**src/hdl/wg3_ram.sv**
```systemverilog
// ----------------------------------------------------------------------------
// wg3_ram
// Simple dual-port RAM: one write port, one read port with registered data.
// ----------------------------------------------------------------------------
module wg3_ram #(
  parameter int unsigned WIDTH = 8,
  parameter int unsigned DEPTH = 16
) (
  input  logic                     clk_i,
  input  logic                     wr_en_i,
  input  logic [$clog2(DEPTH)-1:0] wr_addr_i,
  input  logic [WIDTH-1:0]         wr_data_i,
  input  logic                     rd_en_i,
  input  logic [$clog2(DEPTH)-1:0] rd_addr_i,
  output logic [WIDTH-1:0]         rd_data_o
);

  logic [WIDTH-1:0] mem_q [DEPTH];
  logic [WIDTH-1:0] rd_data_q;

  always_ff @(posedge clk_i) begin
    if (wr_en_i) begin
      mem_q[wr_addr_i] <= wr_data_i;
    end
    if (rd_en_i) begin
      rd_data_q <= mem_q[rd_addr_i];
    end
  end

  assign rd_data_o = rd_data_q;

endmodule

```
**config.mk**
```make
export PLATFORM = sky130hd
export DESIGN_NAME = wg3_ram
export DESIGN_NICKNAME = d
export VERILOG_FILES = /design/src/hdl/wg3_ram.sv
export SDC_FILE = /design/constraint.sdc
export NUM_CORES = 1
export LEC_CHECK = 0
export BUFFER_PORTS_ARGS = -buffer_cell sky130_fd_sc_hd__buf_4
export CAP_MARGIN = 20
export CORE_MARGIN = 2
export CORE_UTILIZATION = 65
export CTS_CLUSTER_DIAMETER = 150
export DETAILED_ROUTE_END_ITERATION = 12
export GPL_TIMING_DRIVEN = 0
export PLACE_DENSITY = 0.93
export SETUP_SLACK_MARGIN = 0.02
export SYNTH_ARGS = -nofsm -noshare
export SYNTH_HDL_FRONTEND = slang
export SYNTH_SLANG_ARGS = --single-unit
```
**constraint.sdc**
```tcl
create_clock -name clk_i -period 4.05 [get_ports clk_i]
set_input_delay 0.2025 -clock clk_i [delete_from_list [all_inputs] [get_ports clk_i]]
set_output_delay 0.2025 -clock clk_i [all_outputs]
set_load 0.005 [all_outputs]
```
==> flow_summary.yaml <==
global_routing:
  grt_usage_pct: 28.1
  antenna_found_initial: 0
  grt_start_max_net_pins: 17
  met2_usage_pct: 43.6
  grt_pass1_vias: 2605
  grt.busiest_layer: "met2"
  grt_pass1_wl_um: 16400
  use_met1_pct: 40.8
  grt_overflow: 0
  met3_usage_pct: 5.30
place:
  io_buffers: 25
  dpl.hpwl_um: 6260
  place.gp.congestion: 0.804
logic_synthesis:
  synth_xor_xnor_area_share_pct: 0
  synth_edf_count: 136
  ys_types: 18
  synth_ff_type: "edfxtp_1"
  synth-simple-area-share_pct: 3.14
  synth-compound-area-share_pct: 2.30
  synthAdderAreaFrac_pct: 0
  synth_area_leader_cell: "edfxtp_1"
  yosysMostFrequentCell: "edfxtp_1"
  yosys.area.top_type_share_pct: 78.1
  avgSynthCellArea_um2: 22.8
  synthMuxAreaShare_pct: 14.8
  ys.warnings.count: 0
  ys_seq_area_share_pct: 78.1
  synth_nets: 248
  ys_ff_latch: 136
  synth_common_cells: "edfxtp_1 (136), mux4_2 (18), a22oi_1 (16), mux4_1 (14), nor2_1 (13)"
  yosys-top-cells-area: "edfxtp_1 (78%), mux4_2 (7.8%), mux4_1 (7.0%)"
  syn_inst: 229
  ys_async_sr_fraction_pct: 0
  synth_top_family_by_area: "multiplexers"
  syn-cell-area_um2: 5230
critical_path:
  cp-end-kind: "flop"
  reg2reg_slack_ns: 2.45
  r2r_start: "mem_q[5][0]$_DFFE_PP_"
  cp_max_fo: 1
  arrival_ns: 1.86
  ff2ff_path_depth: 3
  required_ns: 4.31
  r2r-end: "rd_data_o[0]$_DFFE_PP_"
  critPathLaunchType: "flop"
  critPathKind: "flop to flop"
cts:
  post_cts_resized: 0
  cts_sinks: 136
  h-tree-depth: 4
  path_clk_slew_ns: 0.06
  root_buffer: "clkbuf_8"
  cts_setup_buffers: 0
  cts_buffer_depth: 2
  cts_made_buffers: 17
  cts_tree: "built"
  insertion_delay_ns: 0.52
  hold_buffers: 4
cells_and_area:
  fin_nets: 300
  n_antenna_cell: 0
  drive_above_1_share_pct: 29.9
  fill_cells: 388
  syn_to_final_growth_pct: 18.5
die:
  placementRows: 32
  num_io_pins: 27
  die_area_um2: 8780
  die_x_um: 93.7
  dieHeight_um: 93.7
  design.core.area_um2: 7770
  start_util_pct: 67.3
timing:
  worstMarginPinSlew_ns: 0.874
  hold_viol: 0
  rsz0062_at_grt: "no"
  fin_tns_setup_ns: 0
  worst_clock_skew_ns: 0.00388
  fmax_mhz: 623
  maxSlewHeadroom_pct: 41.5
  final-setup-viol-count: 0
  fin_crit_sh_pct: 39.6
  fin_crit_ns: 1.60
  slew_viol_final: 0
detailed_routing:
  viasPerCell: 6.62
  wl_per_cell_um: 28.0
  postRouteAntennaNets: 0
  first_pass_iters: 5
  wl_um: 11100
  drcViolationCount: 0
  vias: 2623
  drt_iter0_drc: 323
flow_run:
  max_cap_violations: 0
power:
  leakagePower_uw: 0.00209
  peakVddDrop_v: 0.000354
  finalPower_uw: 3290
  p_per_area_nw_per_um2: 530
hold_path:
  hp-class: "input pin to flop"
  holdPathStages: 1
  hold_start: "wr_data_i[0]"
  worstHoldEndpoint: "mem_q[15][0]$_DFFE_PP_"
outcome:
  outcome: "finished clean"
-- layer usage --
metal,up-vias,wire [µm]
li1,1085,-
met4,0,254
met5,-,0
met1,1355,4310
met3,18,909
met2,165,5630
-- cell type report --
cell class | instances | area (µm²) | share of cell area, %
Clock inverter | 15 | 176 | 2.85
Clock buffer | 17 | 414 | 6.68
Tap cell | 102 | 128 | 2.06
Timing Repair Buffer | 33 | 250 | 4.04
Multi-Input combinational cell | 83 | 1060 | 17.1
Buffer | 10 | 86.3 | 1.39
Sequential cell | 136 | 4080 | 65.9
-- worst max-delay path, stage by stage (launching register included) --
cell      delay [ns]
edfxtp_1        0.35
mux4_1          0.55
a22oi_1         0.32
nand2_1         0.12
-- per-stage QoR --
step                utilization, %  instances  hold slack (ns)  setup slack, ns  area (µm²)
floorplan                        -        229            0.301             2.35        5230
global placement              71.4        356            0.481             1.85        5540
detailed placement            71.6        359            0.489             2.03        5560
CTS                           79.7        395          0.00807             2.44        6190
global route                  79.8        396           0.0275             2.43        6200
finish                        79.8        396           0.0234             2.45        6200
-- state kept, by name, summed over array words and instances, names as in the netlist --
signal / count
mem_q: 128
rd_data_o: 8
-- worst max-delay path by stage --
stage,startpoint,end,slack [ns],cells past startpoint
after floorplan,wr_addr_i[2],mem_q[0][0]$_DFFE_PP_,2.35,2
after global placement,wr_addr_i[2],mem_q[0][4]$_DFFE_PP_,1.85,3
after detailed placement,wr_addr_i[2],mem_q[0][4]$_DFFE_PP_,2.03,4
after CTS,mem_q[5][0]$_DFFE_PP_,rd_data_o[0]$_DFFE_PP_,2.44,3
after global routing,mem_q[5][0]$_DFFE_PP_,rd_data_o[0]$_DFFE_PP_,2.43,3
final,mem_q[5][0]$_DFFE_PP_,rd_data_o[0]$_DFFE_PP_,2.45,3
-- cell families after synthesis --
family	count (synthesis)
mux	32
compound gates	16
buf+inv	10
simple gates	35
flops	136
-- layout by cell type (no fill, tap or decap) --
cell / Yosys / routed
nor3_1: 4 / 4
nor2_1: 13 / 13
nand2_1: 9 / 9
inv_6: 0 / 3
nand3b_1: 2 / 2
clkbuf_8: 0 / 1
dlygate4sd3_1: 0 / 4
clkbuf_2: 0 / 1
clkinv_1: 0 / 2
buf_4: 1 / 27
edfxtp_1: 136 / 136
nand2b_1: 2 / 2
and2b_1: 1 / 1
buf_6: 3 / 3
mux4_2: 18 / 18
mux4_1: 14 / 14
clkinv_2: 0 / 1
or3b_2: 1 / 1
bufinv_16: 0 / 3
buf_2: 3 / 5
clkinvlp_4: 0 / 4
clkinv_4: 0 / 2
nand3_1: 1 / 1
and2_1: 1 / 1
clkbuf_16: 0 / 16
a22oi_1: 16 / 16
clkdlybuf4s25_2: 3 / 3
nor2b_1: 1 / 1
-- report_power, final --
group	leakage (µW)	internal [µW]	total (µW)	switching, µW
clock	0.000276	939	1530	588
sequential	0.00124	1590	1600	9.15
combinational	0.000576	72.5	164	91.5
Note: power is estimated with default switching activity, not from simulation.
