===== src/hdl/wg3_pkg.sv =====
// ----------------------------------------------------------------------------
// wg3_pkg
// Shared types, constants and helpers for the weighted 3x3 Gaussian filter.
// ----------------------------------------------------------------------------
package wg3_pkg;

  localparam int unsigned MAX_ROWS = 1024;
  localparam int unsigned MAX_COLS = 4096;
  localparam int unsigned ROW_W    = $clog2(MAX_ROWS);
  localparam int unsigned COL_W    = $clog2(MAX_COLS);
  localparam int unsigned RCFG_W   = ROW_W + 1;
  localparam int unsigned CCFG_W   = COL_W + 1;
  localparam int unsigned PIX_W    = 24;
  localparam int unsigned BETA_W   = 16;
  localparam int unsigned ALPHA_W  = 17;
  localparam int unsigned NTAPS    = 9;
  localparam int unsigned W_W      = ALPHA_W + BETA_W;
  localparam int unsigned P_W      = W_W + 1 + PIX_W;
  localparam int unsigned NUM_W    = P_W + 4;
  localparam int unsigned DEN_W    = W_W + 4;
  localparam int unsigned PADDR_W  = ROW_W + 2;
  localparam int unsigned WADDR_W  = ROW_W + 1;
  localparam int unsigned PDEPTH   = 1 << PADDR_W;
  localparam int unsigned WDEPTH   = 1 << WADDR_W;
  localparam int unsigned WROW_W   = NTAPS * BETA_W;
  localparam int unsigned CFG_IDX_W = 3;
  localparam int unsigned CFG_W    = 17;

  localparam logic [ALPHA_W-1:0] ALPHA_ONE = ALPHA_W'(1 << 16);
  localparam logic signed [PIX_W-1:0] PIX_MAX = {1'b0, {(PIX_W-1){1'b1}}};
  localparam logic signed [PIX_W-1:0] PIX_MIN = {1'b1, {(PIX_W-1){1'b0}}};

  localparam logic [CFG_IDX_W-1:0] REG_ROWS         = 3'd0;
  localparam logic [CFG_IDX_W-1:0] REG_COLS         = 3'd1;
  localparam logic [CFG_IDX_W-1:0] REG_ALPHA_EDGE   = 3'd2;
  localparam logic [CFG_IDX_W-1:0] REG_ALPHA_CORNER = 3'd3;

  typedef struct packed {
    logic signed [PIX_W-1:0] intensity;
    logic [BETA_W-1:0] beta_0;
    logic [BETA_W-1:0] beta_1;
    logic [BETA_W-1:0] beta_2;
    logic [BETA_W-1:0] beta_3;
    logic [BETA_W-1:0] beta_4;
    logic [BETA_W-1:0] beta_5;
    logic [BETA_W-1:0] beta_6;
    logic [BETA_W-1:0] beta_7;
    logic [BETA_W-1:0] beta_8;
  } in_item_t;

  typedef struct packed {
    logic signed [PIX_W-1:0] filtered;
    logic [ROW_W-1:0] out_row;
    logic [COL_W-1:0] out_col;
    logic zero_weight;
    logic last_of_run;
  } out_item_t;

  typedef struct packed {
    logic [1:0] dr;
    logic [1:0] dc;
  } tap_pos_t;

  // Window position of tap k: row and column offset plus one.
  function automatic tap_pos_t tap_pos(input logic [3:0] k);
    tap_pos_t t;
    case (k)
      4'd0: t = '{dr: 2'd0, dc: 2'd0};
      4'd1: t = '{dr: 2'd0, dc: 2'd1};
      4'd2: t = '{dr: 2'd0, dc: 2'd2};
      4'd3: t = '{dr: 2'd1, dc: 2'd0};
      4'd4: t = '{dr: 2'd1, dc: 2'd1};
      4'd5: t = '{dr: 2'd1, dc: 2'd2};
      4'd6: t = '{dr: 2'd2, dc: 2'd0};
      4'd7: t = '{dr: 2'd2, dc: 2'd1};
      default: t = '{dr: 2'd2, dc: 2'd2};
    endcase
    return t;
  endfunction

  function automatic logic [1:0] ring_inc(input logic [1:0] r);
    return (r == 2'd2) ? 2'd0 : r + 2'd1;
  endfunction

  function automatic logic [1:0] ring_dec(input logic [1:0] r);
    return (r == 2'd0) ? 2'd2 : r - 2'd1;
  endfunction

endpackage


===== src/hdl/wg3_lane.sv =====
// ----------------------------------------------------------------------------
// wg3_lane
// One tap lane: weight w = alpha * beta, then product w * pixel.
// ----------------------------------------------------------------------------
module wg3_lane
  import wg3_pkg::*;
(
  input  logic                    clk_i,
  input  logic [ALPHA_W-1:0]      alpha_i,
  input  logic [BETA_W-1:0]       beta_i,
  input  logic signed [PIX_W-1:0] pix_i,
  input  logic signed [PIX_W-1:0] centre_i,
  output logic [W_W-1:0]          w_o,
  output logic signed [P_W-1:0]   p_o
);

  logic [W_W-1:0]          w_q, w2_q;
  logic signed [PIX_W-1:0] v_q;
  logic signed [P_W-1:0]   p_q;

  always_ff @(posedge clk_i) begin
    w_q  <= alpha_i * beta_i;
    // missing neighbor takes the center value
    v_q  <= pix_i[PIX_W-1] ? centre_i : pix_i;
    w2_q <= w_q;
    p_q  <= $signed({1'b0, w_q}) * v_q;
  end

  assign w_o = w2_q;
  assign p_o = p_q;

endmodule


===== config.mk =====
export PLATFORM = sky130hd
export DESIGN_NAME = wg3_lane
export DESIGN_NICKNAME = d
export VERILOG_FILES = /design/src/hdl/wg3_pkg.sv /design/src/hdl/wg3_lane.sv
export SDC_FILE = /design/constraint.sdc
export NUM_CORES = 2
export LEC_CHECK = 0
export ABC_CLOCK_PERIOD_IN_PS = 10900
export BUFFER_PORTS_ARGS = -buffer_cell sky130_fd_sc_hd__buf_2
export CAP_MARGIN = 20
export CORE_MARGIN = 5
export CORE_UTILIZATION = 43
export DETAILED_ROUTE_END_ITERATION = 10
export SETUP_SLACK_MARGIN = 0.2
export SLEW_MARGIN = 20
export SYNTH_ARGS = -nofsm -noshare
export SYNTH_HDL_FRONTEND = slang
export SYNTH_SLANG_ARGS = --single-unit

===== constraint.sdc =====
create_clock -name clk_i -period 10.9 [get_ports clk_i]
set_input_delay 2.725 -clock clk_i [delete_from_list [all_inputs] [get_ports clk_i]]
set_output_delay 2.725 -clock clk_i [all_outputs]
set_load 0.01 [all_outputs]

==> run metrics <==
run status complete, no violations; Post-synth ARST share 0%; Layout Utilization 46.0%; Die Y 308 um; global-route wire length before repair 156 mm; Final GP Congestion 0.841; Max-slew headroom 26.9%; Max Fanout on Critical Path 16; commonest non-fill, non-tap cell in the layout inv_1; CTS Hold Bufs 0; Post-Syn Nets 5434; DR WL/cell 17.9 um; Finished Layout Cells 5357; Least-Margin Pin Slew 1.10 ns; WL final 96.0 mm; Fin. Hold Viols 0; Post-Layout Inst Area 40600 sq um; Layout area overhead 6.52%; R2R setup slack 2.70 ns; die width 308 um; reg2reg path depth 22; initial antenna violation count 4; CTS buffer count 17; clk sinks 148; num ports 173; largest net degree at the start of global routing 36; Hold Crit Class reg -> reg; H-tree depth 4; Setup Buffers After CTS 0; initial core utilization 43.2%; CTS max path bufs 2; Worst EP required 11.31 ns; gr ovfl total 0; cell taking the most area after synthesis fa_1; Worst-Skew Late Latency 0.48 ns; YS warnings 0; Final Max Slew Viols 0; sequential area share after synthesis 7.78%; crit end category flop; Final Cycle Share 77.0%; Synth area leaders fa_1 47%, ha_1 11%, inv_1 9.6%; post-route ant nets 0; count of final setup violators 0; Worst Skew 0.0101 ns; row count 109; Post-Syn Instances 4139; Core Region 88100 sq um; clock period minus worst slack 8.39 ns; most frequent cells in the layout 979 x inv_1, 888 x fa_1, 603 x nand2_1; vias in the first global route 29200; Setup CP Type in -> reg; syn avg cell area 9.20 sq um; clock-pin slew on the worst setup and hold paths 0.06 ns; share of the synthesized area in the top cell type 46.7%; Worst Hold End w_o[1]$_DFF_P_; Layout Nets 5473; vias 27000; CTS Root Cell clkbuf_16; Final TNS setup 0 ns; Primary FF master, synth dfxtp_1; MaxCap Viol Count 0; WHS Path Cells 0; Die Area 94600 sq um; Post-synth EDFFs 0; startpoint types primary input; area of the mapped netlist 38100 sq um; Yosys reg bits 148; unrepaired setup endpoints after global routing false; post-cts resize count 0; count of different cell masters after synthesis 63; placed instance count 5324; Max Clock Freq 119 MHz; FF-to-FF End p_o[54]$_DFF_P_; ratio of cells with drive above 1 in the final layout 7.11%; IO buf count 172; worst hold start w_q[1]$_DFF_P_; DP Area 40000 sq um; all-layer global routing usage 20.9%; hpwl dp 76.4 mm; drt drc 0; critical path arrival 8.79 ns; CTS tree yes; DRT Pass-1 Iters 5; 1st-iter DRT viols 1264; Via-to-Cell Ratio 5.04; reg2reg start w_q[13]$_DFF_P_
## synthesized netlist by cell type (all sizes together), types with 23 or more instances
| master | number |
|---|---|
| inv | 979 |
| fa | 888 |
| nand2 | 603 |
| and2 | 491 |
| ha | 325 |
| clkbuf | 189 |
| dfxtp | 148 |
| a21oi | 90 |
| xnor2 | 56 |
| a21o | 44 |
| o21ai | 40 |
| nor2 | 31 |
| nor2b | 28 |
| xor2 | 27 |
| mux2 | 23 |
## critical path: stages
cell and delay [ns]:
buf_2 0.31, nand2_1 0.13, fa_1 0.55, inv_1 0.06, fa_1 0.56, fa_1 0.45
fa_1 0.54, inv_1 0.05, fa_1 0.47, inv_1 0.05, fa_1 0.43, ha_1 0.36
a21o_1 0.20, a21o_1 0.19, a221o_1 0.34, a21o_1 0.22, o31a_1 0.35, a211o_1 0.32
o21ai_1 0.13, nand2b_1 0.06, a21oi_1 0.16, xnor2_1 0.13
## final cells by class
cell class	instances	area [sq um]
fill	8719	47500
inverter	979	3670
antenna	1	2.50
clock inverter	11	116
multi-input combinational	2812	30700
sequential	148	2980
clock buffer	21	450
timing repair buffer	220	1220
tap	1165	1460
## how the worst max path moves through the flow
| stage | slack, ns | start | cells after the start | endpoint |
|---|---|---|---|---|
| CTS | 2.56 | alpha_i[11] | 22 | w_q[31]$_DFF_P_ |
| global route | 2.29 | alpha_i[10] | 24 | w_q[30]$_DFF_P_ |
| detailed placement | 2.04 | alpha_i[11] | 22 | w_q[31]$_DFF_P_ |
| finish | 2.51 | alpha_i[11] | 22 | w_q[31]$_DFF_P_ |
| floorplan | 2.22 | beta_i[4] | 23 | w_q[31]$_DFF_P_ |
| global placement | 2.09 | beta_i[1] | 22 | w_q[31]$_DFF_P_ |
## per-stage QoR
stage / hold WS, ns / setup slack (ns)
after global placement: 0.342 / 2.09
after floorplan: 0.380 / 2.22
final: 0.353 / 2.51
after global routing: 0.361 / 2.29
after CTS: 0.354 / 2.56
after detailed placement: 0.341 / 2.04
## layer usage
metal	global-route usage, %	wire [um]
met1	25.7	38300
met3	2.62	3390
met5	0	0
met2	38.7	51700
met4	5.55	2570
## registers in the layout, summed over array words and instances, names as in the netlist
| name | count |
|---|---|
| v_q | 24 |
| p_o | 58 |
| w_q | 33 |
| w_o | 33 |
## logic make-up (layout without fill, tap and decap cells)
group	after synthesis	in the layout	synth area share, %
flip-flops	148	148	7.78
adder cells (fa/ha/maj)	1213	1213	57.4
buffers and inverters	1179	1231	11.7
AO/OA/AOI/OAI	260	260	4.49
other	0	1	0
AND/OR/NAND/NOR	1232	1232	16.1
multiplexers	24	24	0.706
XOR/XNOR	83	83	1.91
Power is not shown: default switching activity piles up to over one toggle a cycle in this logic, so the estimate is an artifact.
