<file path="config.mk">
export PLATFORM = sky130hd
export DESIGN_NAME = wg3_merge
export DESIGN_NICKNAME = d
export VERILOG_FILES = /design/src/hdl/wg3_pkg.sv /design/src/hdl/wg3_merge.sv
export SDC_FILE = /design/constraint.sdc
export NUM_CORES = 2
export LEC_CHECK = 0
export ABC_CLOCK_PERIOD_IN_PS = 6400
export BUFFER_PORTS_ARGS = -buffer_cell sky130_fd_sc_hd__buf_4
export CORE_AREA = 2 2 356 358
export DETAILED_ROUTE_END_ITERATION = 8
export DIE_AREA = 0 0 358 360
export PLACE_DENSITY = 0.46
export SYNTH_ARGS = -nofsm -noshare
export SYNTH_HDL_FRONTEND = slang
export SYNTH_SLANG_ARGS = --single-unit
export TNS_END_PERCENT = 10
</file>
<file path="constraint.sdc">
create_clock -name clk_i -period 6.4 [get_ports clk_i]
set_input_delay 0.32 -clock clk_i [delete_from_list [all_inputs] [get_ports clk_i]]
set_output_delay 0.32 -clock clk_i [all_outputs]
set_load 0.005 [all_outputs]
</file>
<file path="src/hdl/wg3_pkg.sv">
// ----------------------------------------------------------------------------
// wg3_pkg
// Shared types, constants and helpers for the weighted 3x3 Gaussian filter.
// ----------------------------------------------------------------------------
package wg3_pkg;

  localparam int unsigned MAX_ROWS = 1024;
  localparam int unsigned MAX_COLS = 4096;
  localparam int unsigned ROW_W    = $clog2(MAX_ROWS);
  localparam int unsigned COL_W    = $clog2(MAX_COLS);
  localparam int unsigned RCFG_W   = ROW_W + 1;
  localparam int unsigned CCFG_W   = COL_W + 1;
  localparam int unsigned PIX_W    = 24;
  localparam int unsigned BETA_W   = 16;
  localparam int unsigned ALPHA_W  = 17;
  localparam int unsigned NTAPS    = 9;
  localparam int unsigned W_W      = ALPHA_W + BETA_W;
  localparam int unsigned P_W      = W_W + 1 + PIX_W;
  localparam int unsigned NUM_W    = P_W + 4;
  localparam int unsigned DEN_W    = W_W + 4;
  localparam int unsigned PADDR_W  = ROW_W + 2;
  localparam int unsigned WADDR_W  = ROW_W + 1;
  localparam int unsigned PDEPTH   = 1 << PADDR_W;
  localparam int unsigned WDEPTH   = 1 << WADDR_W;
  localparam int unsigned WROW_W   = NTAPS * BETA_W;
  localparam int unsigned CFG_IDX_W = 3;
  localparam int unsigned CFG_W    = 17;

  localparam logic [ALPHA_W-1:0] ALPHA_ONE = ALPHA_W'(1 << 16);
  localparam logic signed [PIX_W-1:0] PIX_MAX = {1'b0, {(PIX_W-1){1'b1}}};
  localparam logic signed [PIX_W-1:0] PIX_MIN = {1'b1, {(PIX_W-1){1'b0}}};

  localparam logic [CFG_IDX_W-1:0] REG_ROWS         = 3'd0;
  localparam logic [CFG_IDX_W-1:0] REG_COLS         = 3'd1;
  localparam logic [CFG_IDX_W-1:0] REG_ALPHA_EDGE   = 3'd2;
  localparam logic [CFG_IDX_W-1:0] REG_ALPHA_CORNER = 3'd3;

  typedef struct packed {
    logic signed [PIX_W-1:0] intensity;
    logic [BETA_W-1:0] beta_0;
    logic [BETA_W-1:0] beta_1;
    logic [BETA_W-1:0] beta_2;
    logic [BETA_W-1:0] beta_3;
    logic [BETA_W-1:0] beta_4;
    logic [BETA_W-1:0] beta_5;
    logic [BETA_W-1:0] beta_6;
    logic [BETA_W-1:0] beta_7;
    logic [BETA_W-1:0] beta_8;
  } in_item_t;

  typedef struct packed {
    logic signed [PIX_W-1:0] filtered;
    logic [ROW_W-1:0] out_row;
    logic [COL_W-1:0] out_col;
    logic zero_weight;
    logic last_of_run;
  } out_item_t;

  typedef struct packed {
    logic [1:0] dr;
    logic [1:0] dc;
  } tap_pos_t;

  // Window position of tap k: row and column offset plus one.
  function automatic tap_pos_t tap_pos(input logic [3:0] k);
    tap_pos_t t;
    case (k)
      4'd0: t = '{dr: 2'd0, dc: 2'd0};
      4'd1: t = '{dr: 2'd0, dc: 2'd1};
      4'd2: t = '{dr: 2'd0, dc: 2'd2};
      4'd3: t = '{dr: 2'd1, dc: 2'd0};
      4'd4: t = '{dr: 2'd1, dc: 2'd1};
      4'd5: t = '{dr: 2'd1, dc: 2'd2};
      4'd6: t = '{dr: 2'd2, dc: 2'd0};
      4'd7: t = '{dr: 2'd2, dc: 2'd1};
      default: t = '{dr: 2'd2, dc: 2'd2};
    endcase
    return t;
  endfunction

  function automatic logic [1:0] ring_inc(input logic [1:0] r);
    return (r == 2'd2) ? 2'd0 : r + 2'd1;
  endfunction

  function automatic logic [1:0] ring_dec(input logic [1:0] r);
    return (r == 2'd0) ? 2'd2 : r - 2'd1;
  endfunction

endpackage

</file>
<file path="src/hdl/wg3_merge.sv">
// ----------------------------------------------------------------------------
// wg3_merge
// Two-stage registered adder tree over the nine lanes.
// ----------------------------------------------------------------------------
module wg3_merge
  import wg3_pkg::*;
(
  input  logic                    clk_i,
  input  logic [W_W-1:0]          w_i [NTAPS],
  input  logic signed [P_W-1:0]   p_i [NTAPS],
  output logic [DEN_W-1:0]        den_o,
  output logic signed [NUM_W-1:0] num_o
);

  logic [DEN_W-1:0]        dpart_q [3];
  logic signed [NUM_W-1:0] npart_q [3];
  logic [DEN_W-1:0]        den_q;
  logic signed [NUM_W-1:0] num_q;

  always_ff @(posedge clk_i) begin
    for (int g = 0; g < 3; g++) begin
      dpart_q[g] <= DEN_W'(w_i[3*g]) + DEN_W'(w_i[3*g+1]) + DEN_W'(w_i[3*g+2]);
      npart_q[g] <= NUM_W'(p_i[3*g]) + NUM_W'(p_i[3*g+1]) + NUM_W'(p_i[3*g+2]);
    end
    den_q <= dpart_q[0] + dpart_q[1] + dpart_q[2];
    num_q <= npart_q[0] + npart_q[1] + npart_q[2];
  end

  assign den_o = den_q;
  assign num_o = num_q;

endmodule

</file>
==> impl_metrics.env <==
export IMPL_crit_path_start_kind="primary input"
export IMPL_fin_crit_sh_pct=69.4
export IMPL_hold_end="npart_q[0][62]$_DFF_P_"
export IMPL_die_area_um2=129000
export IMPL_status="finished clean"
export IMPL_grt_usage_pct=18.3
export IMPL_vias=29800
export IMPL_clock_skew_ns=0.0381
export IMPL_p_leak_nw=20.7
export IMPL_max_slew_worst_pin_slew_ns=1.22
export IMPL_core_um2=125000
export IMPL_wl_per_cell_um=19.8
export IMPL_maxCapViolations=0
export IMPL_routed_via_density=4.86
export IMPL_cts_tree="yes"
export IMPL_drive_gt1_share_pct=23.0
export IMPL_synth_compound_area_share_pct=20.9
export IMPL_r2r_slack_ns=2.06
export IMPL_cts_sinks=384
export IMPL_pwr_density_cell_nw_per_um2=580
export IMPL_r2r_end="num_o[57]$_DFF_P_"
export IMPL_critPathMostFrequentCell="o21ai_0"
export IMPL_yosys_area_top_type="dfxtp_1"
export IMPL_hpwlAfterDp_um=107000
export IMPL_reg2reg_depth=12
export IMPL_finalMaxSlewViolations=0
export IMPL_hold_path_depth=4
export IMPL_synth_area_um2=34500
export IMPL_synth_top_cell_area_share_pct=22.3
export IMPL_die_y_um=360
export IMPL_synth_top_family_by_area="adder cells"
export IMPL_rsz0062_at_grt="no"
export IMPL_async_flop_share_pct=0
export IMPL_crit_path_max_fanout=4
export IMPL_antenna_found_initial=6
export IMPL_final_hold_viol_count=0
export IMPL_overflow=0
export IMPL_portBuffers=918
export IMPL_muxShareOfSynthArea_pct=0
export IMPL_worstSkewPairLatency_ns=0.61
export IMPL_grt_max_degree=14
export IMPL_cts_setup_buffers=0
export IMPL_crit_arrival_ns=4.91
export IMPL_synth_xor_area_share_pct=8.46
export IMPL_hold_ws_ns=0.113
export IMPL_crit_family="compound AO/OA/AOI/OAI gates"
export IMPL_worstReg2RegStart="npart_q[0][12]$_DFF_P_"
export IMPL_syn_inst=3555
export IMPL_synth_warnings=0
export IMPL_path_class="in -> reg"
export IMPL_worstHoldStart="p_i[290]"
export IMPL_relSlewSlack_pct=16.4
export IMPL_die_width_um=358
export IMPL_synthToLayoutAreaGrowth_pct=30.3
export IMPL_gp_congestion=0.881
export IMPL_ys_types=74
export IMPL_period_minus_slack_ns=4.44
export IMPL_cts_root_buf="clkbuf_16"
export IMPL_ys_seq_area_share_pct=22.3
export IMPL_final_common_cell="buf_4"
export IMPL_fp_row_count=130
export IMPL_synthTopCellsByArea="dfxtp_1 (22%), fa_1 (22%), ha_1 (13%), xnor2_1 (5.3%), a21oi_1 (5.3%)"
export IMPL_fmax_mhz=225
export IMPL_crit_buf_inv=2
export IMPL_htree_levels=2
export IMPL_cp_slowest_cell="a2111oi_0"
export IMPL_routed_wl_um=122000
export IMPL_grt_pass1_wl_um=181000
export IMPL_synthFlopType="dfxtp_1"
export IMPL_syn_nets=5115
export IMPL_ir_drop_uv=379
export IMPL_mostFrequentLayoutCells="buf_4 (920), dfxtp_1 (384), fa_1 (376), ha_1 (364), a21oi_1 (362)"
export IMPL_drt_initial_drc_count=1891
export IMPL_ant_nets=0
export IMPL_path_cells="buf_4, fa_1, ha_1, inv_1, fa_1, nand2b_1, a21oi_1, o211ai_1, a21oi_1, o21ai_0, a2111oi_0, o21ai_0, nand2_1, a21boi_1, o21ai_0, a31oi_1"
export IMPL_cts_buffers=48
export IMPL_yosys_area_share_simple_pct=11.0
export IMPL_clkTransAtPathRegs_ns=0.06
export IMPL_layout_nets=6009
export IMPL_power_mw=26.0
export IMPL_synth_seq_cells=384
export IMPL_cts_resized_gates=0
export IMPL_synth_edf_count=0
export IMPL_slowest_delay_ns=1.12
export IMPL_setup_viol=0
export IMPL_crit_required_ns=6.88
export IMPL_timing_setup_tns_ns=0
export IMPL_hold_path_class="in -> reg"
export IMPL_firstDrtPassIters=7
export IMPL_drc=0
export IMPL_clock_path_buffers=3
export IMPL_start_util_pct=27.6
export IMPL_syn_avg_cell_area_um2=9.70
export IMPL_io_pin_count=919
export IMPL_worstSetupEndpointType="flip-flop"
export IMPL_synthAdderAreaFrac_pct=35.0
export IMPL_hold_buffers=0
export IMPL_grt_pass1_vias=30600
export IMPL_diodes=0
## stage by stage
stage / instances / area [um^2] / util [%] / setup WS [ns]
floorplan: 3555 / 34500 / - / 2.72
global placement: 6049 / 43200 / 34.5 / 1.60
detailed placement: 6049 / 43200 / 34.5 / 1.61
CTS: 6137 / 44900 / 35.9 / 2.13
global route: 6137 / 44900 / 35.9 / 1.78
finish: 6137 / 44900 / 35.9 / 1.96
## how the worst max path moves through the flow
stage,cells past startpoint,start,end,slack [ns]
after floorplan,15,p_i[349],npart_q[0][53]$_DFF_P_,2.72
after global placement,16,p_i[1],npart_q[0][184]$_DFF_P_,1.60
after detailed placement,16,p_i[1],npart_q[0][184]$_DFF_P_,1.61
after CTS,13,dpart_q[0][2]$_DFF_P_,den_o[34]$_DFF_P_,2.13
after global routing,16,p_i[1],npart_q[0][179]$_DFF_P_,1.78
final,16,p_i[1],npart_q[0][184]$_DFF_P_,1.96
## power breakdown
part	internal, mW	switching [mW]	total, mW
clock network	1.86	1.14	3.00
registers	3.90	0.784	4.69
logic	7.80	10.5	18.3
## routing by layer
metal	global-route usage (%)	part of all wire [%]
met2	31.8	49
met4	3.73	1.9
met5	0	0.022
met1	23.6	42
met3	3.30	6.9
## cells in the mapped netlist (7+ instances only)
library cell / instances
o31ai_1: 16
dfxtp_1: 384
inv_1: 131
nand3_1: 73
nand2b_1: 46
a21boi_0: 9
o21ai_0: 185
o2111ai_1: 7
nor2b_1: 63
a211o_1: 13
clkbuf_1: 74
o22ai_1: 8
a21oi_1: 362
xnor2_1: 207
nor3_1: 41
or3_1: 9
a211oi_1: 27
a41oi_1: 14
or2_2: 11
o21ai_1: 8
o211ai_1: 24
o21bai_1: 57
and3_1: 34
nand4_1: 71
fa_1: 376
xor2_1: 126
a21o_1: 236
nor2_1: 175
a31oi_1: 44
o21a_1: 37
a221oi_1: 11
and2_1: 30
and4_1: 11
nand2_1: 185
ha_1: 364
## cells by family after synthesis
logic type,Yosys count
simple gates,766
compound gates,1125
xor+xnor,333
fa+ha+maj,740
buf+inv,207
flops,384
## layout make-up
class / count / area (um^2)
multi-input combinational: 2964 / 26000
clock inverter: 26 / 444
clock buffer: 62 / 1300
sequential: 384 / 7690
inverter: 131 / 492
fill: 13000 / 80000
timing repair buffer: 920 / 6910
tap: 1650 / 2060
## worst reg2reg max path, stage by stage, from the launching register on
cell	delay, ns
dfxtp_1	0.32
fa_1	0.48
ha_1	0.40
a21oi_1	0.21
o21ai_0	0.15
a2111oi_0	0.68
a211oi_1	0.33
o211ai_1	0.30
nand3_1	0.14
a21o_1	0.28
a31oi_1	0.51
o21ai_0	0.22
xnor2_1	0.23
## sequential cells by signal, indices dropped and copies added, names as in the netlist
signal	flops
den_o	37
dpart_q	105
npart_q	180
num_o	62
No activity file was read; power rests on OpenSTA's default activity.
