File: src/hdl/wg3_pkg.sv
// ----------------------------------------------------------------------------
// wg3_pkg
// Shared types, constants and helpers for the weighted 3x3 Gaussian filter.
// ----------------------------------------------------------------------------
package wg3_pkg;

  localparam int unsigned MAX_ROWS = 1024;
  localparam int unsigned MAX_COLS = 4096;
  localparam int unsigned ROW_W    = $clog2(MAX_ROWS);
  localparam int unsigned COL_W    = $clog2(MAX_COLS);
  localparam int unsigned RCFG_W   = ROW_W + 1;
  localparam int unsigned CCFG_W   = COL_W + 1;
  localparam int unsigned PIX_W    = 24;
  localparam int unsigned BETA_W   = 16;
  localparam int unsigned ALPHA_W  = 17;
  localparam int unsigned NTAPS    = 9;
  localparam int unsigned W_W      = ALPHA_W + BETA_W;
  localparam int unsigned P_W      = W_W + 1 + PIX_W;
  localparam int unsigned NUM_W    = P_W + 4;
  localparam int unsigned DEN_W    = W_W + 4;
  localparam int unsigned PADDR_W  = ROW_W + 2;
  localparam int unsigned WADDR_W  = ROW_W + 1;
  localparam int unsigned PDEPTH   = 1 << PADDR_W;
  localparam int unsigned WDEPTH   = 1 << WADDR_W;
  localparam int unsigned WROW_W   = NTAPS * BETA_W;
  localparam int unsigned CFG_IDX_W = 3;
  localparam int unsigned CFG_W    = 17;

  localparam logic [ALPHA_W-1:0] ALPHA_ONE = ALPHA_W'(1 << 16);
  localparam logic signed [PIX_W-1:0] PIX_MAX = {1'b0, {(PIX_W-1){1'b1}}};
  localparam logic signed [PIX_W-1:0] PIX_MIN = {1'b1, {(PIX_W-1){1'b0}}};

  localparam logic [CFG_IDX_W-1:0] REG_ROWS         = 3'd0;
  localparam logic [CFG_IDX_W-1:0] REG_COLS         = 3'd1;
  localparam logic [CFG_IDX_W-1:0] REG_ALPHA_EDGE   = 3'd2;
  localparam logic [CFG_IDX_W-1:0] REG_ALPHA_CORNER = 3'd3;

  typedef struct packed {
    logic signed [PIX_W-1:0] intensity;
    logic [BETA_W-1:0] beta_0;
    logic [BETA_W-1:0] beta_1;
    logic [BETA_W-1:0] beta_2;
    logic [BETA_W-1:0] beta_3;
    logic [BETA_W-1:0] beta_4;
    logic [BETA_W-1:0] beta_5;
    logic [BETA_W-1:0] beta_6;
    logic [BETA_W-1:0] beta_7;
    logic [BETA_W-1:0] beta_8;
  } in_item_t;

  typedef struct packed {
    logic signed [PIX_W-1:0] filtered;
    logic [ROW_W-1:0] out_row;
    logic [COL_W-1:0] out_col;
    logic zero_weight;
    logic last_of_run;
  } out_item_t;

  typedef struct packed {
    logic [1:0] dr;
    logic [1:0] dc;
  } tap_pos_t;

  // Window position of tap k: row and column offset plus one.
  function automatic tap_pos_t tap_pos(input logic [3:0] k);
    tap_pos_t t;
    case (k)
      4'd0: t = '{dr: 2'd0, dc: 2'd0};
      4'd1: t = '{dr: 2'd0, dc: 2'd1};
      4'd2: t = '{dr: 2'd0, dc: 2'd2};
      4'd3: t = '{dr: 2'd1, dc: 2'd0};
      4'd4: t = '{dr: 2'd1, dc: 2'd1};
      4'd5: t = '{dr: 2'd1, dc: 2'd2};
      4'd6: t = '{dr: 2'd2, dc: 2'd0};
      4'd7: t = '{dr: 2'd2, dc: 2'd1};
      default: t = '{dr: 2'd2, dc: 2'd2};
    endcase
    return t;
  endfunction

  function automatic logic [1:0] ring_inc(input logic [1:0] r);
    return (r == 2'd2) ? 2'd0 : r + 2'd1;
  endfunction

  function automatic logic [1:0] ring_dec(input logic [1:0] r);
    return (r == 2'd0) ? 2'd2 : r - 2'd1;
  endfunction

endpackage

File: src/hdl/wg3_div.sv
// ----------------------------------------------------------------------------
// wg3_div
// Signed-by-unsigned restoring divider, one quotient bit per cycle,
// truncating toward zero and saturating to the pixel range; a zero divisor gives zero.
// ----------------------------------------------------------------------------
module wg3_div
  import wg3_pkg::*;
(
  input  logic                    clk_i,
  input  logic                    rst_ni,
  input  logic                    start_i,
  input  logic signed [NUM_W-1:0] num_i,
  input  logic [DEN_W-1:0]        den_i,
  output logic                    done_o,
  output logic signed [PIX_W-1:0] quo_o,
  output logic                    zero_o
);

  logic                    busy_q, done_q, neg_q, zero_q;
  logic [4:0]              cnt_q;
  logic [DEN_W-1:0]        rem_q, den_q;
  logic [PIX_W-1:0]        quo_q;
  logic signed [PIX_W-1:0] res_q;

  logic [NUM_W-1:0] mag;
  logic             neg;
  logic [DEN_W+1:0] trial;
  logic             fits;
  logic [PIX_W-1:0] quo_next;

  assign neg      = num_i[NUM_W-1];
  assign mag      = neg ? NUM_W'(-num_i) : NUM_W'(num_i);
  assign trial    = {1'b0, rem_q, quo_q[PIX_W-1]} - {2'b00, den_q};
  assign fits     = ~trial[DEN_W+1];
  assign quo_next = {quo_q[PIX_W-2:0], fits};

  always_ff @(posedge clk_i or negedge rst_ni) begin
    if (!rst_ni) begin
      busy_q <= 1'b0;
      done_q <= 1'b0;
      cnt_q  <= '0;
    end else begin
      done_q <= 1'b0;
      if (start_i) begin
        if (den_i == '0 || mag >= {den_i, {PIX_W{1'b0}}}) begin
          done_q <= 1'b1;
        end else begin
          busy_q <= 1'b1;
          cnt_q  <= 5'(PIX_W);
        end
      end else if (busy_q) begin
        cnt_q <= cnt_q - 5'd1;
        if (cnt_q == 5'd1) begin
          busy_q <= 1'b0;
          done_q <= 1'b1;
        end
      end
    end
  end

  always_ff @(posedge clk_i) begin
    if (start_i) begin
      neg_q  <= neg;
      den_q  <= den_i;
      zero_q <= (den_i == '0);
      rem_q  <= mag[NUM_W-2:PIX_W];
      quo_q  <= mag[PIX_W-1:0];
      if (den_i == '0) begin
        res_q <= '0;
      end else begin
        res_q <= neg ? PIX_MIN : PIX_MAX;
      end
    end else if (busy_q) begin
      rem_q <= fits ? trial[DEN_W-1:0] : {rem_q[DEN_W-2:0], quo_q[PIX_W-1]};
      quo_q <= quo_next;
      if (cnt_q == 5'd1) begin
        if (neg_q) begin
          res_q <= (quo_next > PIX_W'(1 << (PIX_W-1))) ? PIX_MIN : $signed(-quo_next);
        end else begin
          res_q <= quo_next[PIX_W-1] ? PIX_MAX : $signed(quo_next);
        end
      end
    end
  end

  assign done_o = done_q;
  assign quo_o  = res_q;
  assign zero_o = zero_q;

endmodule

File: config.mk
export PLATFORM = sky130hd
export DESIGN_NAME = wg3_div
export DESIGN_NICKNAME = d
export VERILOG_FILES = /design/src/hdl/wg3_pkg.sv /design/src/hdl/wg3_div.sv
export SDC_FILE = /design/constraint.sdc
export NUM_CORES = 1
export LEC_CHECK = 0
export BUFFER_PORTS_ARGS = -buffer_cell sky130_fd_sc_hd__buf_2
export CAP_MARGIN = 20
export CORE_ASPECT_RATIO = 0.6
export CORE_MARGIN = 2
export CORE_UTILIZATION = 40
export DETAILED_ROUTE_END_ITERATION = 10
export PLACE_DENSITY = 0.68
export RECOVER_POWER = 25
export SETUP_SLACK_MARGIN = 0.15
export SLEW_MARGIN = 0
export SYNTH_ARGS = -nofsm -noshare
export SYNTH_HDL_FRONTEND = slang
export SYNTH_SLANG_ARGS = --single-unit
File: constraint.sdc
create_clock -name clk_i -period 6.48 [get_ports clk_i]
set_clock_uncertainty 0.1 [all_clocks]
set_input_delay 0.972 -clock clk_i [delete_from_list [all_inputs] [get_ports clk_i]]
set_output_delay 0.972 -clock clk_i [all_outputs]
set_load 0.005 [all_outputs]
==> impl_summary.log <==
[metrics] drc violations: 0
[metrics] number of vias after detailed routing: a little over 10000
[metrics] Total GRT Usage: 24.78%
[metrics] arrival time worst endpoint: roughly 6.3 ns
[metrics] standard-cell row count: 46
[metrics] share of the core filled with cells in the final layout: a little under half
[metrics] post-synthesis async set-or-reset flop share: 5.344%
[metrics] weighted congestion at the end of routability-driven global placement: just under 1
[metrics] Max stage delay on crit path: approximately 0.55 ns
[metrics] fraction of power consumed by the clock network: about a fifth
[metrics] total number of nets in the final design: approximately 1500
[metrics] critical-path maximum fanout: 5
[metrics] maximum number of pins on one net before global-route repair: just under 80
[metrics] share of Yosys cell area claimed by the top area cell type: between 30% and 40%
[metrics] Final Max Slew Viols: 37
[metrics] Power Density: approximately 370 nW/um2
[metrics] highest clock rate: 0.1645 GHz
[metrics] Area Overhead vs Synth: 15.80%
[metrics] initial antenna violation count: 4
[metrics] floorplan die width: 216.0 um
[metrics] Die Outline Area: around 28000 um2
[metrics] fraction of power consumed by combinational cells: 49.8%
[metrics] grt ovf: 0
[metrics] kind of path behind the tightest hold check: in2async
[metrics] fill count: around 2600
[metrics] syn avg cell area: roughly 8.7 um2
[metrics] CP Capture Type: flip-flop
[metrics] commonest non-fill, non-tap cell in the layout: sky130_fd_sc_hd__nand2_1
[metrics] reg-to-reg critical path endpoint: quo_o[20]$_DFFE_PP_
[metrics] total of buffers placed on input and output ports: between 100 and 150
[metrics] count of mapped cells out of synthesis: between 1000 and 1500
[metrics] Sum Neg Setup Slack: 0 ns
[metrics] Critical Path Slowest Stage Cell: sky130_fd_sc_hd__or4_4
[metrics] I/O pin total: around 130
[metrics] Synth cell types: 70
[metrics] master cell of the clock root buffer: sky130_fd_sc_hd__clkbuf_16
[metrics] number of optimization iterations in the first detailed-route pass: 6
[metrics] maximum count of clock buffers along a single path: 2
[metrics] TritonCTS clock tree: yes
[metrics] maximum VDD drop: around 0.21 mV
[metrics] CTS sink count: 131
[metrics] Max-slew headroom: -58.67%
[metrics] cell accounting for the most synthesized area: sky130_fd_sc_hd__edfxtp_1
[metrics] routed wire length: around 35 mm
[metrics] Clock Latency Late Sink: 0.46 ns
[metrics] hold buffer count at CTS: 0
[metrics] setup repair after global routing missed its margin: no
[metrics] DP Wirelength: 27.14 mm
[metrics] internal cell power: between 2 and 3 mW
[metrics] leakage power figure: 5.011 nW
[metrics] r2r setup slk: 1.49 ns
[metrics] top library cells by usage in the layout, fill and taps aside: 138 x sky130_fd_sc_hd__nand2_1, 124 x sky130_fd_sc_hd__edfxtp_1, 96 x sky130_fd_sc_hd__a21oi_1, 95 x sky130_fd_sc_hd__inv_1, 89 x sky130_fd_sc_hd__nor2_1
[metrics] number of CTS-inserted buffers: 17
[metrics] clock slew seen by the registers of the worst setup and hold paths: 0.06 ns
[metrics] crit start category: input pin
[metrics] vias per cell: between 5 and 6
[metrics] Setup Crit Path Kind: in2reg
[metrics] count of flip-flops with a built-in enable after synthesis: about 120
[metrics] violations in the final reports: max-capacitance violations, max-slew violations
[metrics] Worst setup startpoint: num_i[47]
[metrics] final number of hold-violating endpoints: 0
[metrics] Seq cells post-synth: roughly 130
[metrics] sequential fraction of the synthesis area: 36.16%
[metrics] ratio of final minimum period to clock period: a little over nine tenths
[metrics] min Tclk post-route: 6.078 ns
[metrics] required time of the critical path: ~6.7 ns
[metrics] yosys warns: 0
[metrics] post-detailed-route count of antenna-violating nets: 0
[metrics] fraction of final layout cells sized beyond drive strength 1: 13.85%
[metrics] Net Count, Synth: ~1400
[metrics] top_reg_cell synth: sky130_fd_sc_hd__edfxtp_1
[metrics] number of maximum-capacitance constraint violations: 1
[metrics] cell area after synthesis: 10780 um2
[metrics] Sw Share: between 40% and 50%
[metrics] global-route wire length before repair: ~53 mm
[metrics] number of global-route vias before repair: 9122
[metrics] initial detailed-routing violation count: between 1000 and 1500
[metrics] Switch Pwr: ~2.0 mW
[metrics] Initial Utilization: 40.73%
[metrics] height of the die: around 130 um
[metrics] Core Area: 26480 um2
[metrics] H-tree Lvls: 4
[metrics] largest cells by area after synthesis: sky130_fd_sc_hd__edfxtp_1 35%, sky130_fd_sc_hd__ha_1 9.2%, sky130_fd_sc_hd__xnor2_1 5.0%, sky130_fd_sc_hd__nand2_1 4.8%, sky130_fd_sc_hd__a21oi_1 4.5%
[metrics] sequential share of power: 29.3%
[metrics] transition time at the pin with the least slew margin: 2.380 ns
[metrics] status: complete, but fails checks
[metrics] origin of the critical flop-to-flop path: quo_q[23]$_DFFE_PP_
[metrics] per-cell routed wire length: between 20 and 25 um
[metrics] Finish-stage setup viols: 0
[metrics] cell repeated most along the worst path: sky130_fd_sc_hd__or4_4
[metrics] number of cells on the worst reg-to-reg path: 20
[metrics] crit-path cells: buf_2 -> or4_4 -> or3_4 -> or4_1 -> or2_4 -> or4_4 -> o41ai_4 -> xnor2_1 -> ha_1 -> nand2_1 -> or3_4 -> or3_1 -> or4_4 -> nor4_2 -> nand4_1 -> and4bb_2 -> nor3_2 -> o31a_1
[metrics] Worst setup endpoint: cnt_q[3]$_DFFE_PN0P_
-- per-stage QoR --
stage | instances | cell area [um2] | total power, mW | hold slack (ns) | setup slack [ns]
after floorplan | 1239 | 10780 | 2.966 | 0.4182 | 0.2939
after global placement | 1700 | 11900 | 3.576 | 0.4374 | -0.03065
after detailed placement | 1700 | 11900 | 3.614 | 0.4412 | -0.2732
after CTS | 1732 | 12490 | 4.597 | 0.2310 | 0.2042
after global routing | 1735 | 12480 | 4.947 | 0.3567 | 0.1665
final | 1736 | 12490 | 4.655 | 0.3048 | 0.4022
-- logic make-up after synthesis --
family | after synthesis | share of synthesized area, %
buffers and inverters | 156 | 5.430
AOI/OAI and AO/OA | 335 | 19.82
and+or+nand+nor | 424 | 19.77
xor gates and xnor gates | 97 | 7.879
DFF | 131 | 36.16
adders and majority gates | 80 | 9.353
muxes | 16 | 1.590
-- flip-flops by register name, summed over array words and instances, names as in the netlist --
signal,count
quo_q,24
cnt_q,5
quo_o,24
rem_q,37
done_o,1
neg_q,1
den_q,37
busy_q,1
zero_o,1
-- what timing repair did --
| action | CTS | global route |
|---|---|---|
| buffers inserted | 0 | 0 |
| endpoints found under the setup margin | 0 | 7 |
| gates resized for setup | 0 | 6 |
-- worst min-delay path by stage --
stage                          from  slack [ns]  depth (start not counted)                   end
3_3_place_gp   cnt_q[4]$_DFFE_PN0P_        0.44                          1  cnt_q[4]$_DFFE_PN0P_
3_5_place_dp   cnt_q[4]$_DFFE_PN0P_        0.44                          1  cnt_q[4]$_DFFE_PN0P_
2_1_floorplan  cnt_q[4]$_DFFE_PN0P_        0.42                          1  cnt_q[4]$_DFFE_PN0P_
4_1_cts                      rst_ni        0.23                          1  cnt_q[0]$_DFFE_PN0P_
6_report                     rst_ni        0.30                          1    busy_q$_DFFE_PN0P_
5_1_grt                      rst_ni        0.36                          1  cnt_q[0]$_DFFE_PN0P_
-- layer usage --
metal	up-vias	GRT usage [%]	share of wire (%)
met4	0	7.915	2.0
li1	4821	-	-
met1	4720	37.94	47
met5	-	0	0
met3	46	9.815	14
met2	567	30.71	37
-- cell usage after synthesis (8+ instances only) --
library cell	n
sky130_fd_sc_hd__a21oi_1	96
sky130_fd_sc_hd__xor2_1	36
sky130_fd_sc_hd__a31oi_1	30
sky130_fd_sc_hd__inv_1	95
sky130_fd_sc_hd__nor4_1	16
sky130_fd_sc_hd__o41ai_1	11
sky130_fd_sc_hd__o21a_1	8
sky130_fd_sc_hd__xnor2_1	61
sky130_fd_sc_hd__o21ai_0	74
sky130_fd_sc_hd__a21o_1	15
sky130_fd_sc_hd__ha_1	79
sky130_fd_sc_hd__nor2b_1	12
sky130_fd_sc_hd__nand2_1	138
sky130_fd_sc_hd__or3_1	14
sky130_fd_sc_hd__nand4_1	20
sky130_fd_sc_hd__or4_1	9
sky130_fd_sc_hd__edfxtp_1	124
sky130_fd_sc_hd__nor3_1	30
sky130_fd_sc_hd__nand3_1	29
sky130_fd_sc_hd__clkbuf_1	54
sky130_fd_sc_hd__nand2b_1	11
sky130_fd_sc_hd__o31ai_1	29
sky130_fd_sc_hd__nor2_1	89
sky130_fd_sc_hd__mux2_2	9
-- worst max-delay path, delay by kind of cell --
family / cells / cell delay [ns]
AND/OR/NAND/NOR: 13 / 4.17
XOR/XNOR: 1 / 0.17
AO/OA/AOI/OAI: 2 / 0.56
adder cells (fa/ha/maj): 1 / 0.32
buffers and inverters: 1 / 0.11
-- cell type report --
| type | instances | area, um2 | area share [%] |
|---|---|---|---|
| multi-input combinational | 952 | 6337 | 50.75 |
| sequential | 131 | 3899 | 31.22 |
| antenna | 4 | 10.01 | 0.08016 |
| clock buffer | 20 | 500.5 | 4.008 |
| inverter | 97 | 364.1 | 2.916 |
| tap | 360 | 450.4 | 3.607 |
| clock inverter | 12 | 91.34 | 0.7315 |
| timing repair buffer | 160 | 834.6 | 6.683 |
-- power by group through the flow --
stage	combinational (mW)	clock [mW]	sequential [mW]
floorplan	1.66	0	1.31
global placement	2.21	0	1.36
detailed placement	2.24	0	1.37
CTS	2.26	0.981	1.35
global route	2.55	1.01	1.38
finish	2.32	0.972	1.36
Note: power is estimated with default switching activity, not from simulation.
